### src/rtl/csb_pkg.sv
package csb_pkg;

    localparam int NUM_RESOURCES = 8;
    localparam int QUEUE_DEPTH   = 16;
    localparam int RES_W         = $clog2(NUM_RESOURCES);
    localparam int SLOT_W        = $clog2(QUEUE_DEPTH);
    localparam int WAIT_W        = SLOT_W + 1;
    localparam int ADDR_W        = RES_W + SLOT_W;
    localparam int MEM_DEPTH     = NUM_RESOURCES * QUEUE_DEPTH;
    localparam int COUNT_W       = 9;
    localparam int PID_W         = 8;
    localparam int RIDX_W        = 4;
    localparam int CFG_IDX_W     = 2;
    localparam int CFG_DATA_W    = 64;
    localparam int INIT_W        = 8;

    localparam logic signed [COUNT_W-1:0] COUNT_MAX = 9'sd255;

    localparam logic [CFG_IDX_W-1:0] CFG_RES_IN_USE = 2'd0;
    localparam logic [CFG_IDX_W-1:0] CFG_INIT_COUNT = 2'd1;

    localparam logic CMD_WAIT   = 1'b0;
    localparam logic CMD_SIGNAL = 1'b1;

    typedef enum logic [1:0] {
        ST_CONTINUE = 2'd0,
        ST_BLOCKED  = 2'd1,
        ST_EXIT     = 2'd2,
        ST_FULL     = 2'd3
    } status_t;

    typedef enum logic {
        S_IDLE = 1'b0,
        S_EXEC = 1'b1
    } state_t;

    typedef struct packed {
        logic capture;
        logic commit;
        logic take;
    } ctrl_cmd_t;

    typedef struct packed {
        logic out_pending;
    } dp_status_t;

endpackage

### src/rtl/csb_ctrl.sv
module csb_ctrl (
    input  logic                clk,
    input  logic                rst_n,
    input  logic                req_valid,
    output logic                req_ready,
    input  logic                rsp_ready,
    input  csb_pkg::dp_status_t stat,
    output csb_pkg::ctrl_cmd_t  cmd
);
    import csb_pkg::*;

    state_t state_reg;
    state_t state_next;
    logic   can_commit;

    assign can_commit = !stat.out_pending || rsp_ready;

    always_ff @(posedge clk or negedge rst_n)
    begin
        if (!rst_n)
        begin
            state_reg <= S_IDLE;
        end
        else
        begin
            state_reg <= state_next;
        end
    end

    always_comb
    begin
        state_next = state_reg;
        case (state_reg)
            S_IDLE:
            begin
                if (req_valid)
                begin
                    state_next = S_EXEC;
                end
            end
            S_EXEC:
            begin
                if (can_commit)
                begin
                    state_next = S_IDLE;
                end
            end
            default:
            begin
                state_next = S_IDLE;
            end
        endcase
    end

    always_comb
    begin
        req_ready   = 1'b0;
        cmd.capture = 1'b0;
        cmd.commit  = 1'b0;
        cmd.take    = stat.out_pending && rsp_ready;
        case (state_reg)
            S_IDLE:
            begin
                req_ready   = 1'b1;
                cmd.capture = req_valid;
            end
            S_EXEC:
            begin
                cmd.commit = can_commit;
            end
            default:
            begin
                req_ready = 1'b0;
            end
        endcase
    end

endmodule

### src/rtl/csb_datapath.sv
module csb_datapath (
    input  logic                                   clk,
    input  logic                                   rst_n,
    input  csb_pkg::ctrl_cmd_t                     cmd,
    output csb_pkg::dp_status_t                    stat,
    input  logic                                   command,
    input  logic [csb_pkg::RIDX_W-1:0]             resource,
    input  logic [csb_pkg::PID_W-1:0]              process_id,
    input  logic                                   cfg_we,
    input  logic [csb_pkg::CFG_IDX_W-1:0]          cfg_index,
    input  logic [csb_pkg::CFG_DATA_W-1:0]         cfg_data,
    output logic                                   rsp_valid,
    output logic [1:0]                             status,
    output logic                                   woken_valid,
    output logic [csb_pkg::PID_W-1:0]              woken_id,
    output logic signed [csb_pkg::COUNT_W-1:0]     count_after
);
    import csb_pkg::*;

    logic [PID_W-1:0] waiter_mem [MEM_DEPTH];

    logic signed [COUNT_W-1:0] count_reg [NUM_RESOURCES];
    logic signed [COUNT_W-1:0] count_next [NUM_RESOURCES];
    logic [SLOT_W-1:0]         head_reg [NUM_RESOURCES];
    logic [SLOT_W-1:0]         head_next [NUM_RESOURCES];
    logic [RIDX_W-1:0]         in_use_reg;
    logic [RIDX_W-1:0]         in_use_next;

    logic                      cmd_reg;
    logic [RIDX_W-1:0]         res_reg;
    logic [PID_W-1:0]          pid_reg;
    logic [PID_W-1:0]          rd_data_reg;

    logic                      out_valid_reg;
    logic                      out_valid_next;
    status_t                   status_reg;
    logic                      woken_valid_reg;
    logic [PID_W-1:0]          woken_id_reg;
    logic signed [COUNT_W-1:0] count_after_reg;

    logic [RES_W-1:0]          rd_res;
    logic [RES_W-1:0]          r;
    logic [RIDX_W-1:0]         limit;
    logic                      known;
    logic signed [COUNT_W-1:0] cnt;
    logic signed [COUNT_W-1:0] cnt_neg;
    logic signed [COUNT_W-1:0] cnt_new;
    logic [WAIT_W-1:0]         waiters;
    logic                      mem_we;
    logic [ADDR_W-1:0]         wr_addr;
    logic                      head_adv;
    status_t                   res_status;
    logic                      res_woken;
    logic [PID_W-1:0]          res_woken_id;
    logic signed [COUNT_W-1:0] res_count;

    assign rd_res = resource[RES_W-1:0];
    assign r      = res_reg[RES_W-1:0];
    assign limit  = (in_use_reg > RIDX_W'(NUM_RESOURCES)) ? RIDX_W'(NUM_RESOURCES) : in_use_reg;
    assign known  = res_reg < limit;
    assign cnt     = count_reg[r];
    assign cnt_neg = -cnt;
    assign waiters = cnt[COUNT_W-1] ? cnt_neg[WAIT_W-1:0] : '0;
    assign wr_addr = {r, head_reg[r] + waiters[SLOT_W-1:0]};

    always_comb
    begin
        res_status   = ST_CONTINUE;
        res_woken    = 1'b0;
        res_woken_id = '0;
        res_count    = cnt;
        cnt_new      = cnt;
        mem_we       = 1'b0;
        head_adv     = 1'b0;
        if (!known)
        begin
            res_status = ST_EXIT;
            res_count  = '0;
        end
        else if (cmd_reg == CMD_WAIT)
        begin
            if (cnt <= 0 && waiters >= WAIT_W'(QUEUE_DEPTH))
            begin
                res_status = ST_FULL;
            end
            else
            begin
                cnt_new = cnt - 9'sd1;
                if (cnt_new < 0)
                begin
                    mem_we     = 1'b1;
                    res_status = ST_BLOCKED;
                end
            end
            res_count = cnt_new;
        end
        else
        begin
            if (cnt < COUNT_MAX)
            begin
                cnt_new = cnt + 9'sd1;
            end
            if (cnt_new <= 0 && waiters != '0)
            begin
                res_woken    = 1'b1;
                res_woken_id = rd_data_reg;
                head_adv     = 1'b1;
            end
            res_count = cnt_new;
        end
    end

    always_comb
    begin
        in_use_next = in_use_reg;
        for (int i = 0; i < NUM_RESOURCES; i++)
        begin
            count_next[i] = count_reg[i];
            head_next[i]  = head_reg[i];
        end
        if (cfg_we && cfg_index == CFG_RES_IN_USE)
        begin
            in_use_next = cfg_data[RIDX_W-1:0];
        end
        if (cfg_we && cfg_index == CFG_INIT_COUNT)
        begin
            for (int i = 0; i < NUM_RESOURCES; i++)
            begin
                count_next[i] = {1'b0, cfg_data[INIT_W*i +: INIT_W]};
                head_next[i]  = '0;
            end
        end
        else if (cmd.commit && known)
        begin
            count_next[r] = cnt_new;
            if (head_adv)
            begin
                head_next[r] = head_reg[r] + 1'b1;
            end
        end
    end

    always_comb
    begin
        out_valid_next = out_valid_reg;
        if (cmd.commit)
        begin
            out_valid_next = 1'b1;
        end
        else if (cmd.take)
        begin
            out_valid_next = 1'b0;
        end
    end

    always_ff @(posedge clk or negedge rst_n)
    begin
        if (!rst_n)
        begin
            in_use_reg    <= RIDX_W'(NUM_RESOURCES);
            out_valid_reg <= 1'b0;
            for (int i = 0; i < NUM_RESOURCES; i++)
            begin
                count_reg[i] <= '0;
                head_reg[i]  <= '0;
            end
        end
        else
        begin
            in_use_reg    <= in_use_next;
            out_valid_reg <= out_valid_next;
            for (int i = 0; i < NUM_RESOURCES; i++)
            begin
                count_reg[i] <= count_next[i];
                head_reg[i]  <= head_next[i];
            end
        end
    end

    always_ff @(posedge clk)
    begin
        if (cmd.capture)
        begin
            cmd_reg     <= command;
            res_reg     <= resource;
            pid_reg     <= process_id;
            rd_data_reg <= waiter_mem[{rd_res, head_reg[rd_res]}];
        end
        if (cmd.commit && mem_we)
        begin
            waiter_mem[wr_addr] <= pid_reg;
        end
        if (cmd.commit)
        begin
            status_reg      <= res_status;
            woken_valid_reg <= res_woken;
            woken_id_reg    <= res_woken_id;
            count_after_reg <= res_count;
        end
    end

    assign stat.out_pending = out_valid_reg;
    assign rsp_valid        = out_valid_reg;
    assign status           = status_reg;
    assign woken_valid      = woken_valid_reg;
    assign woken_id         = woken_id_reg;
    assign count_after      = count_after_reg;

endmodule

### src/rtl/counting_semaphore_bank.sv
// Bank of eight counting semaphores, each with a 16-entry FIFO of blocked
// process ids kept in one shared waiter memory.
// Request channel (req_valid/req_ready): command, resource, process_id.
// Response channel (rsp_valid/rsp_ready): status, woken_valid, woken_id,
// count_after; one response per request, in request order.
// Configuration: cfg_we with cfg_index 0 sets resources_in_use, index 1
// loads all counts from cfg_data bytes and empties every queue. Write only
// while no request is in flight.
// The response is registered: each request passes a capture step (waiter
// memory read of the queue head) and an execute step (count and queue
// update); rsp_valid rises once the execute step commits. A new request
// is taken only after the previous one has executed.
// Reset: counts and queue heads clear to zero, resources_in_use is 8; the
// waiter memory needs no clearing.
// Stall: a response waiting on rsp_ready does not stop the next request
// from being taken; its execute cycle holds until the response is taken.
module counting_semaphore_bank (
    input  logic                                   clk,
    input  logic                                   rst_n,
    input  logic                                   req_valid,
    output logic                                   req_ready,
    input  logic                                   command,
    input  logic [csb_pkg::RIDX_W-1:0]             resource,
    input  logic [csb_pkg::PID_W-1:0]              process_id,
    output logic                                   rsp_valid,
    input  logic                                   rsp_ready,
    output logic [1:0]                             status,
    output logic                                   woken_valid,
    output logic [csb_pkg::PID_W-1:0]              woken_id,
    output logic signed [csb_pkg::COUNT_W-1:0]     count_after,
    input  logic                                   cfg_we,
    input  logic [csb_pkg::CFG_IDX_W-1:0]          cfg_index,
    input  logic [csb_pkg::CFG_DATA_W-1:0]         cfg_data
);
    import csb_pkg::*;

    ctrl_cmd_t  cmd;
    dp_status_t stat;

    csb_ctrl u_ctrl (
        .clk       (clk),
        .rst_n     (rst_n),
        .req_valid (req_valid),
        .req_ready (req_ready),
        .rsp_ready (rsp_ready),
        .stat      (stat),
        .cmd       (cmd)
    );

    csb_datapath u_datapath (
        .clk         (clk),
        .rst_n       (rst_n),
        .cmd         (cmd),
        .stat        (stat),
        .command     (command),
        .resource    (resource),
        .process_id  (process_id),
        .cfg_we      (cfg_we),
        .cfg_index   (cfg_index),
        .cfg_data    (cfg_data),
        .rsp_valid   (rsp_valid),
        .status      (status),
        .woken_valid (woken_valid),
        .woken_id    (woken_id),
        .count_after (count_after)
    );

endmodule
### config.mk
export PLATFORM = sky130hd
export DESIGN_NAME = counting_semaphore_bank
export DESIGN_NICKNAME = d
export VERILOG_FILES = /design/src/rtl/csb_pkg.sv /design/src/rtl/csb_ctrl.sv /design/src/rtl/csb_datapath.sv /design/src/rtl/counting_semaphore_bank.sv
export SDC_FILE = /design/constraint.sdc
export NUM_CORES = 2
export LEC_CHECK = 0
export BUFFER_PORTS_ARGS = -buffer_cell sky130_fd_sc_hd__clkbuf_2
export CAP_MARGIN = 40
export CORE_MARGIN = 3
export CORE_UTILIZATION = 56
export DETAILED_ROUTE_END_ITERATION = 10
export GPL_ROUTABILITY_DRIVEN = 0
export PLACE_DENSITY = 0.72
export SLEW_MARGIN = 20
export SYNTH_ARGS = -nofsm -noshare
export SYNTH_HDL_FRONTEND = slang
export SYNTH_SLANG_ARGS = --single-unit
### constraint.sdc
create_clock -name clk -period 5.2 [get_ports clk]
set_input_delay 0.26 -clock clk [delete_from_list [all_inputs] [get_ports clk]]
set_output_delay 0.26 -clock clk [all_outputs]
set_load 0.1 [all_outputs]
Yosys cells after proc, flatten, opt, wreduce, memory -nomap -nowiden
Memory sizes are Yosys's and may differ from the RTL's. A register that Yosys moved wholly into a read port is not among the register bits.
Cells that the tools add are included.
{"block": "totals", "ram_bits": 1024, "inputBits": 84, "out_inout_bits": 22, "mem_count": 1, "reg_bits": 143}
{"memory": "u_datapath.waiter_mem", "words": 128, "width": 8, "rd": 1, "rd_ports_with_merged_regs": 1, "wr": 1, "line": "csb_datapath.sv:20", "source": "logic [PID_W-1:0] waiter_mem [MEM_DEPTH];"}
{"block": "classes", "n_eq_ne": 1, "mux": 48, "n_addsub": 5, "n_reduce_logical": 18, "magnitude_cmp": 10, "bitwise": 4}
{"cell": "72-bit two-way mux", "n": 2}
{"cell": "32-bit two-way mux", "n": 3}
{"cell": "9-bit two-way mux", "n": 9}
{"cell": "72-bit bitwise mux", "n": 1}
{"cell": "32-bit bitwise mux", "n": 1}
{"cell": "9-bit binary-select mux with 3-bit select", "n": 1}
{"cell": "9-bit demux with 3-bit select", "n": 1}
{"cell": "4-bit binary-select mux with 3-bit select", "n": 2}
{"cell": "4-bit two-way mux", "n": 6}
{"cell": "9-bit by 1-bit <= comparator with 1-bit output (second input constant)", "n": 2}
{"cell": "1-bit two-way mux", "n": 17}
{"cell": "4-bit demux with 3-bit select", "n": 1}
{"cell": "9-bit by 2-bit adder with 9-bit output (second input constant)", "n": 1}
{"cell": "9-bit by 1-bit less-than comparator with 1-bit output (second input constant)", "n": 1}
{"cell": "9-bit less-than comparator (second input constant)", "n": 1}
{"cell": "9-bit by 2-bit subtractor with 9-bit output (second input constant)", "n": 1}
{"cell": "4-bit greater-or-equal comparator (second input constant)", "n": 2}
{"cell": "1-bit logical AND", "n": 8}
{"cell": "3-bit inverter with 4-bit output", "n": 2}
{"cell": "2-bit nonzero test", "n": 3}
{"cell": "5-bit greater-or-equal comparator (second input constant)", "n": 1}
{"cell": "5-bit two-way mux", "n": 1}
{"cell": "5-bit negator", "n": 1}
{"cell": "5-bit nonzero test", "n": 1}
{"cell": "15 further kinds", "n": 17}

Longest topological paths before layout
{"block": "logic_depth", "ltp_word": 16, "ltp_mapped": 16}

Hierarchy
A second synthesis with hierarchy kept.
{"block": "unflattened", "cells_unflattened": 3590, "hier_area_um2": 48769.3}
{"mod": "csb_datapath", "seq_area_each_um2": 34709.5, "cells_per_inst": 3583, "n_inst": 1, "area_each_um2": 48708.0}
{"mod": "csb_ctrl", "seq_area_each_um2": 25.0, "cells_per_inst": 7, "n_inst": 1, "area_each_um2": 61.3}

Worst setup path after synthesis
Ideal clock, no wire load.
{"block": "synth_path", "kind": "register -> register", "from": "register u_datapath.res_reg[0]", "to": "memory u_datapath.waiter_mem[51][0] (enable)", "required_time_ps": 4829, "n_path_buf": 6, "arrival_time_ps": 4015, "path_stages_with_launch": 16, "period_less_slack_ps": 4385, "slack_ps": 815, "setup_ps": 371, "path_cell_list": "edfxtp_1 -> buf_4 -> buf_6 -> buf_2 -> buf_2 -> buf_1 -> mux2i_1 -> mux4_2 -> nor2_1 -> inv_1 -> fa_1 -> xnor2_1 -> nor4_2 -> nand3b_1 -> buf_2 -> nor2_1"}
{"block": "synth_via", "elab_chain_len": 14, "word_cells_on_any_way": 23}
{"element": "from (decl)", "line": "csb_datapath.sv:30", "source": "logic [RIDX_W-1:0] res_reg;"}
{"element": "from (signal assigned)", "line": "csb_datapath.sv:185", "source": "res_reg <= resource;"}
{"element": "branches (longest 14 deep; another with 9-bit by 2-bit subtractor with 9-bit output)"}
{"element": "to (decl)", "line": "csb_datapath.sv:20"}
Parallel ways; which one is timed is not known. The select of a mux whose other input is x is not followed.

Worst setup path after layout
{"block": "layout_path", "from": "register u_datapath.res_reg[2]", "to": "memory u_datapath.waiter_mem[52][5] (enable)"}
Same word-level chain as after synthesis.

==> impl_metrics.toml <==
[place]
placedInstanceArea_um2 = 51200
io_buffers = 105
place_ws_ns = 0.409
dp_hpwl_um = 84300

[timing]
slew_viol_final = 0
slew-limit-headroom_pct = 38.7
tightestPinTransition_ns = 0.919
setup_slack_ns = 0.260
period_share_pct = 95.0
setup_violations = 0
fmax_ghz = 0.202
min_period_ns = 4.94
fin_skew_ns = 0.0353
finalHoldViolCount = 0

[clock_network]
htree_levels = 3
path_clk_slew_ns = 0.06
clock_sinks = 1175
numCtsBuffers = 114
clk_path_buf_depth = 3
root_buffer = "clkbuf_16"
cts_hold_buf = 84
cts_resized = 0
cts_tree = "done"
post-cts-setup-buffers = 0
clock_latency_ns = 0.70

[synthesis]
ys_ff_latch = 1175
ys_warn_count = 0
synth_cell_type_count = 77
synth_edf_count = 1065
mappedNetlistArea_um2 = 48800
synthTopCellsByArea = "edfxtp_1 (65%), nand2_1 (6.4%), dfrtp_1 (5.6%), mux2i_1 (3.7%), nand3_1 (2.5%)"
synth_flop_cell = "edfxtp_1"
synth_top_area_cell = "edfxtp_1"
yosysSeqAreaShare_pct = 71.1
synth_top_area_share_pct = 65.5
synth.avg_cell_area_um2 = 13.3
async_reset_ff_share_pct = 9.36
mappedNetlistNets = 3776
netlist_instances = 3682

[grt]
grt_max_degree = 137
grt_overflow = 0
grt_first_pass_wirelength_um = 203000
antenna_found_initial = 4
grt_usage_pct = 30.3
grt_pass1_vias = 31800

[worst_setup_path]
crit_fanout = 16
endpoint_kind = "flop"
reg2reg_depth = 14
worst_setup_path_start_kind = "flop"
path_class = "reg2reg"
timing.critical_path.required_ns = 5.53
critical_path_arrival_ns = 5.27

[detailed_routing]
drc = 0
postRouteAntennaNets = 0
wl_um = 138000
via_per_inst = 6.40
num_vias = 32800
drt_pre_antenna_iters = 8
drt_iter0_drc = 4601
post_drt_wl_per_cell_um = 27.0

[cells_and_area]
final_common_cell = "edfxtp_1"
final_cell_mix = "edfxtp_1 (1065), nand2_1 (832), nand3_1 (245)"
largest_register_ffs = 1024
area_delta_synth_final_pct = 14.2
nets = 3974
drive_gt1_share_pct = 12.1
design_area_um2 = 55800

[job]
max_cap_violations = 0

[floorplanning]
die_w_um = 301
io_pins = 106
fp.dieH_um = 301
placementRows = 107
start_util_pct = 56.9
die-area_um2 = 90800
core_um2 = 85800

[power]
peakVddDrop_v = 0.000405
pwr_density_cell_nw_per_um2 = 408
p_leak_nw = 19.1

[run_status]
outcome = "completed"

[worst_hold_path]
min_path_cells = 3
hp-class = "in2reg"
-- final timing paths --
check / from / end / slack [ns]
max in group asynchronous: rst_n / u_datapath.head_reg[12] / 3.55
worst min-delay path: cfg_index[0] / u_datapath.in_use_reg[0] / 0.02
min in group asynchronous: rst_n / u_datapath.count_reg[59] / 0.55
worst max-delay path: u_datapath.res_reg[2] / u_datapath.waiter_mem[52][5] / 0.26
worst max register to register: u_datapath.res_reg[2] / u_datapath.waiter_mem[52][5] / 0.26
worst min register to register: u_datapath.pid_reg[1] / u_datapath.waiter_mem[97][1] / 0.49
-- kinds of logic (layout without fill, tap and decap cells) --
family	Yosys count	after routing	share of synthesized area (%)
other	0	1	0
adder cells (fa/ha/maj)	10	10	0.272
AO/OA/AOI/OAI	507	507	6.87
flip-flops	1175	1175	71.1
multiplexers	246	246	6.24
XOR/XNOR	14	14	0.251
AND/OR/NAND/NOR	1475	1475	13.1
buffers and inverters	255	551	2.12
-- area by class of cell --
class / instances / area [um2]
sequential: 1175 / 34700
fill: 5997 / 30000
multi-input combinational: 2252 / 13200
clock buffer: 148 / 2980
timing repair buffer: 311 / 2640
tap: 1144 / 1430
clock inverter: 66 / 714
inverter: 26 / 97.6
antenna: 1 / 2.50
-- cells in the mapped netlist (all sizes together), types with 18 or more instances --
master and number:
nand2 832, o21ai 61, dfrtp 109, a21oi 156
nor2 204, o22ai 33, mux2i 184, a32oi 34
a22oi 31, clkbuf 160, nor4 44, a31oi 50
mux2 18, inv 24, nand4 66, buf 69
nand3 246, edfxtp 1065, mux4 44, o21a 28
-- layer usage --
layer,vias to the layer above,track usage (%),wire length (um)
met5,-,0,27
met4,4,12.2,5910
met3,383,5.73,15400
met2,2219,48.5,65600
met1,16000,41.4,51500
li1,14200,-,-
-- power breakdown --
part / internal (W) / switching [W] / leakage (nW)
registers: 0.0109 / 0.000210 / 11.0
clock network: 0.00466 / 0.00355 / 1.78
logic: 0.000903 / 0.00252 / 6.36
-- worst max-delay path, cell delays in order (launching register included) --
cell and delay [ns]:
edfxtp_1 0.64, and2_1 0.30, a22oi_1 0.30, nand2_1 0.28, ha_1 0.36, inv_1 0.14
nand2_1 0.08, a21oi_1 0.21, ha_1 0.28, a21oi_1 0.17, xnor2_1 0.21, xnor2_1 0.16
buf_4 0.28, nand3_1 0.45, nor2_1 0.70
-- metrics by stage --
step / util (%) / std cells / TNS (ns) / hold WS [ns] / total power [W]
2_1_floorplan: - / 3682 / 0 / -0.0356 / 0.0133
6_report: 65.0 / 5123 / 0 / 0.0249 / 0.0228
5_1_grt: 65.0 / 5123 / -0.0560 / 0.0290 / 0.0234
3_5_place_dp: 59.7 / 4820 / 0 / 0.178 / 0.0146
4_1_cts: 64.9 / 5118 / 0 / 0.00240 / 0.0227
3_3_place_gp: 59.4 / 4808 / 0 / 0.438 / 0.0145
(Power assumes the default switching activity.)
